**src/hdl/rot_pkg.sv**
```systemverilog
// ----------------------------------------------------------------------------
// rot_pkg
// Types and constants shared by the range OR update and AND query block.
// ----------------------------------------------------------------------------
package rot_pkg;

  localparam int IDX_W = 10;
  localparam int VAL_W = 64;

  typedef enum logic [1:0] {
    KIND_LOAD  = 2'd0,
    KIND_OR    = 2'd1,
    KIND_QUERY = 2'd2,
    KIND_NONE  = 2'd3
  } kind_t;

  typedef struct packed {
    logic [1:0]       kind;
    logic [IDX_W-1:0] range_left;
    logic [IDX_W-1:0] range_right;
    logic [VAL_W-1:0] operand_value;
  } in_item_t;

  typedef struct packed {
    logic [VAL_W-1:0] and_result;
    logic             range_error;
  } out_item_t;

  typedef enum logic [2:0] {
    ST_CLEAR,
    ST_IDLE,
    ST_READ,
    ST_UPD,
    ST_LOAD,
    ST_DONE
  } state_t;

  typedef struct packed {
    logic start;
    logic bad_query;
    logic clr_step;
    logic mem_we;
    logic wsel_load;
    logic step;
    logic acc_en;
    logic out_load;
    logic in_ready;
  } cmd_t;

  typedef struct packed {
    logic  clr_last;
    logic  at_right;
    logic  new_bad;
    logic  new_load_ok;
    kind_t new_kind;
    kind_t cur_kind;
    logic  out_busy;
  } sts_t;

endpackage

```
**src/hdl/rot_ctrl.sv**
```systemverilog
// ----------------------------------------------------------------------------
// rot_ctrl
// Sequencer for memory clearing, element loads and range sweeps.
// ----------------------------------------------------------------------------
module rot_ctrl import rot_pkg::*; (
  input  logic clk,
  input  logic rst_n,
  input  logic in_valid,
  input  sts_t sts,
  output cmd_t cmd
);

  state_t state_r, state_nxt;

  always_ff @(posedge clk) begin
    if (!rst_n) begin
      state_r <= ST_CLEAR;
    end else begin
      state_r <= state_nxt;
    end
  end

  always_comb begin
    state_nxt = state_r;
    cmd       = '0;
    case (state_r)
      ST_CLEAR: begin
        cmd.clr_step = 1'b1;
        cmd.mem_we   = 1'b1;
        if (sts.clr_last) begin
          state_nxt = ST_IDLE;
        end
      end
      ST_IDLE: begin
        cmd.in_ready  = 1'b1;
        cmd.bad_query = sts.new_bad;
        if (in_valid) begin
          cmd.start = 1'b1;
          case (sts.new_kind)
            KIND_LOAD:  state_nxt = sts.new_load_ok ? ST_LOAD : ST_IDLE;
            KIND_OR:    state_nxt = sts.new_bad ? ST_IDLE : ST_READ;
            KIND_QUERY: state_nxt = sts.new_bad ? ST_DONE : ST_READ;
            default:    state_nxt = ST_IDLE;
          endcase
        end
      end
      ST_READ: begin
        state_nxt = ST_UPD;
      end
      ST_UPD: begin
        if (sts.cur_kind == KIND_OR) begin
          cmd.mem_we = 1'b1;
        end else begin
          cmd.acc_en = 1'b1;
        end
        if (sts.at_right) begin
          state_nxt = (sts.cur_kind == KIND_OR) ? ST_IDLE : ST_DONE;
        end else begin
          cmd.step  = 1'b1;
          state_nxt = ST_READ;
        end
      end
      ST_LOAD: begin
        cmd.mem_we    = 1'b1;
        cmd.wsel_load = 1'b1;
        state_nxt     = ST_IDLE;
      end
      ST_DONE: begin
        if (!sts.out_busy) begin
          cmd.out_load = 1'b1;
          state_nxt    = ST_IDLE;
        end
      end
      default: begin
        state_nxt = ST_IDLE;
      end
    endcase
  end

endmodule

```
**config.mk**
```make
export PLATFORM = sky130hd
export DESIGN_NAME = rot_ctrl
export DESIGN_NICKNAME = d
export VERILOG_FILES = /design/src/hdl/rot_pkg.sv /design/src/hdl/rot_ctrl.sv
export SDC_FILE = /design/constraint.sdc
export NUM_CORES = 1
export LEC_CHECK = 0
export BUFFER_PORTS_ARGS = -buffer_cell sky130_fd_sc_hd__buf_2
export CELL_PAD_IN_SITES_DETAIL_PLACEMENT = 1
export CELL_PAD_IN_SITES_GLOBAL_PLACEMENT = 1
export CORE_AREA = 5 5 42 44
export CTS_CLUSTER_DIAMETER = 60
export CTS_CLUSTER_SIZE = 30
export DETAILED_ROUTE_END_ITERATION = 8
export DIE_AREA = 0 0 47 49
export GPL_ROUTABILITY_DRIVEN = 0
export GPL_TIMING_DRIVEN = 0
export PLACE_DENSITY = 0.73
export SLEW_MARGIN = 40
export SYNTH_ARGS = -nofsm -noshare
export SYNTH_HDL_FRONTEND = slang
export SYNTH_SLANG_ARGS = --single-unit
```
**constraint.sdc**
```tcl
create_clock -name clk -period 2.81 [get_ports clk]
set_input_delay 0.1405 -clock clk [delete_from_list [all_inputs] [get_ports clk]]
set_output_delay 0.1405 -clock clk [all_outputs]
set_load 0.05 [all_outputs]
```
==> reports/metrics.cfg <==
[setup_path]
critPathLaunchType = flop
critPathKind = flop to output port
critical-path-slowest-cell = or3b_4
cp_max_fo = 10
reg2reg_from = state_r[1]
cp_data_required_time_ns = 2.67
cp.arrival_ns = 1.52
end_kind = output port
path_cells = buf_6, or3b_4, inv_1, and2_1, buf_2
reg2reg_slack_ns = 1.48
worstRegToRegCells = 4
timing.rr.end = state_r[0]
slowest_delay_ns = 0.40

[timing]
clock_skew_ns = 0.00123
layout_setup_ws_ns = 1.15
final_max_slew_viol_count = 0
setup_violations = 0
max_clock_freq_mhz = 601
fin_setup_tns_ns = 0
hold_viol_final = 0
fin_crit_sh_pct = 59.2
relSlewSlack_pct = 81.2
layout_min_cycle_time_ns = 1.66
rsz0062_at_grt = no
worstMarginPinSlew_ns = 0.279

[finish]
final_cell_mix = 22 x buf_2, 4 x inv_1, 3 x a21oi_1, 3 x clkbuf_4, 3 x dfxtp_1
fin_cells = 82
nNetsFinal = 79
area_growth_pct = 44.2
layout_commonest_cell = buf_2
reg_top3 = state_r (3)
drive_gt1_share_pct = 47.0
largest_reg_flops = 3
num_antenna_cells = 0
regMostFlops = state_r

[die]
fp.coreArea_sq_um = 1400
die_w_um = 47
dieArea_sq_um = 2300
initial_core_util_pct = 23.7
ioPinCount = 21
rows = 14
die_y_um = 49

[pwr]
p_sw_share_pct = 39.4
switchingPower_w = 0.0000819
powerDensity_nw_per_um2 = 435
finalPower_w = 0.000208
vdd_drop_max_mv = 0.205
p_leak_nw = 0.259
intPower_w = 0.000126
p_clk_share_pct = 35.8
combPwrFrac_pct = 41.9
power_frac_seq_pct = 22.3

[global_route]
grt_max_degree = 11
grt_antenna_before_repair = 0
grt_usage_pct = 10.0
grt_first_pass_wirelength_um = 1680
grt_overflow = 0
grt_pass1_vias = 404

[synthesis]
synthTopCellsByArea = dfxtp_1 18%, a21oi_1 4.5%, inv_1 4.5%, and2_1 3.8%, and4bb_2 3.8%
ys_warn_count = 0
synth-main-ff-cell = dfxtp_1
synth_nets = 54
synth_top_area_cell = dfxtp_1
synthArstFlopShare_pct = 0
syn_inst = 42
synth_area_per_cell_sq_um = 7.89
ys_ff_latch = 3
syn_area_sq_um = 332
synth_cell_types = 30
ys_seq_area_share_pct = 18.1
synth_edf_count = 0
synth_top_area_share_pct = 18.1

[worst_hold_path]
hold_end = state_r[2]
hold_path_class = primary input to flop
hold_start = rst_n
hold_path_depth = 2

[placement]
post-place-cells = 78
port_buffers = 20
pre_cts_slack_ns = 1.38
post-dp-hpwl_um = 797

[route]
dr.pass1.iters = 2
drtIter0Drc = 1
ant_nets = 0
vias = 392
via_per_inst = 4.78
wl_um = 972
drc_errors = 0
wire_per_inst_um = 11.9

[clocking]
cts_buffers = 3
clkTransAtPathRegs_ns = 0.03
clk_latency_ns = 0.23
cts.path.max_buffers = 2
clock_sinks = 3
h-tree-depth = 1
holdBufCountCts = 0
post_cts_resized = 0
post_cts_buffers = 0
tritoncts = built
root_buffer = clkbuf_4

[outcome]
status = finished, final reports clean

[flow_run]
maxCapViolations = 0

## worst max-delay path by stage
stage | startpoint | endpoint | slack [ns] | cells after the start
after floorplan | state_r[2] | cmd[4] | 1.02 | 2
after detailed placement | state_r[1] | cmd[7] | 1.38 | 5
final | state_r[1] | cmd[7] | 1.15 | 5
after global placement | state_r[1] | cmd[8] | 1.40 | 5
after global routing | state_r[1] | cmd[7] | 1.05 | 5
after CTS | state_r[1] | cmd[7] | 1.13 | 5
## synthesized netlist by cell type, drive strengths merged (2+ instances only)
| cell | count |
|---|---|
| and2 | 2 |
| a21oi | 3 |
| buf | 3 |
| nand2 | 2 |
| o21ai | 2 |
| dfxtp | 3 |
| nor3 | 3 |
| nor2 | 2 |
| inv | 4 |
## area by class of cell
cell class                 instances  area, sq um
buffer                             3         21.3
clock buffer                       4         26.3
fill                             189          923
inverter                           4         15.0
multi-input combinational         32          235
sequential                         3         60.1
tap                               16         20.0
timing repair buffer              20          100
## kinds of logic (layout without fill, tap and decap cells)
kind of cell | Yosys count | count (layout) | share of synthesized area, %
and+or+nand+nor | 18 | 18 | 39.2
AOI/OAI and AO/OA | 12 | 12 | 26.0
buffers and inverters | 7 | 31 | 10.9
DFF | 3 | 3 | 18.1
xor gates and xnor gates | 1 | 1 | 2.64
muxes | 1 | 1 | 3.02
## power groups by stage
| stage | Combinational (W) | Sequential, W | Clock [W] |
|---|---|---|---|
| global placement | 0.0000866 | 0.0000470 | 0 |
| detailed placement | 0.0000876 | 0.0000471 | 0 |
| finish | 0.0000872 | 0.0000464 | 0.0000744 |
| floorplan | 0.0000624 | 0.0000468 | 0 |
| global route | 0.0000943 | 0.0000469 | 0.0000888 |
| CTS | 0.0000879 | 0.0000464 | 0.0000793 |
## per-stage QoR
stage	cell area, sq um	util (%)	hold slack, ns
after detailed placement	452	32.2	0.432
after global routing	478	34.1	0.172
after CTS	478	34.1	0.186
after global placement	452	32.2	0.434
final	478	34.1	0.194
after floorplan	332	-	0.272
## routing by layer
layer  vias to the layer above  global-route usage [%]  routed length, um
met5                         -                       0                  0
met4                         0                    6.91                  0
met3                         0                    2.21                 43
met2                         6                    14.9                532
met1                       184                    12.1                396
li1                        202                       -                  -
## worst max-delay path: cells and delay by family (launching register included)
family	cells	cell delay [ns]
buffers and inverters	3	0.48
DFF	1	0.30
and+or+nand+nor	2	0.52
Power figures use the tool's default switching activity.
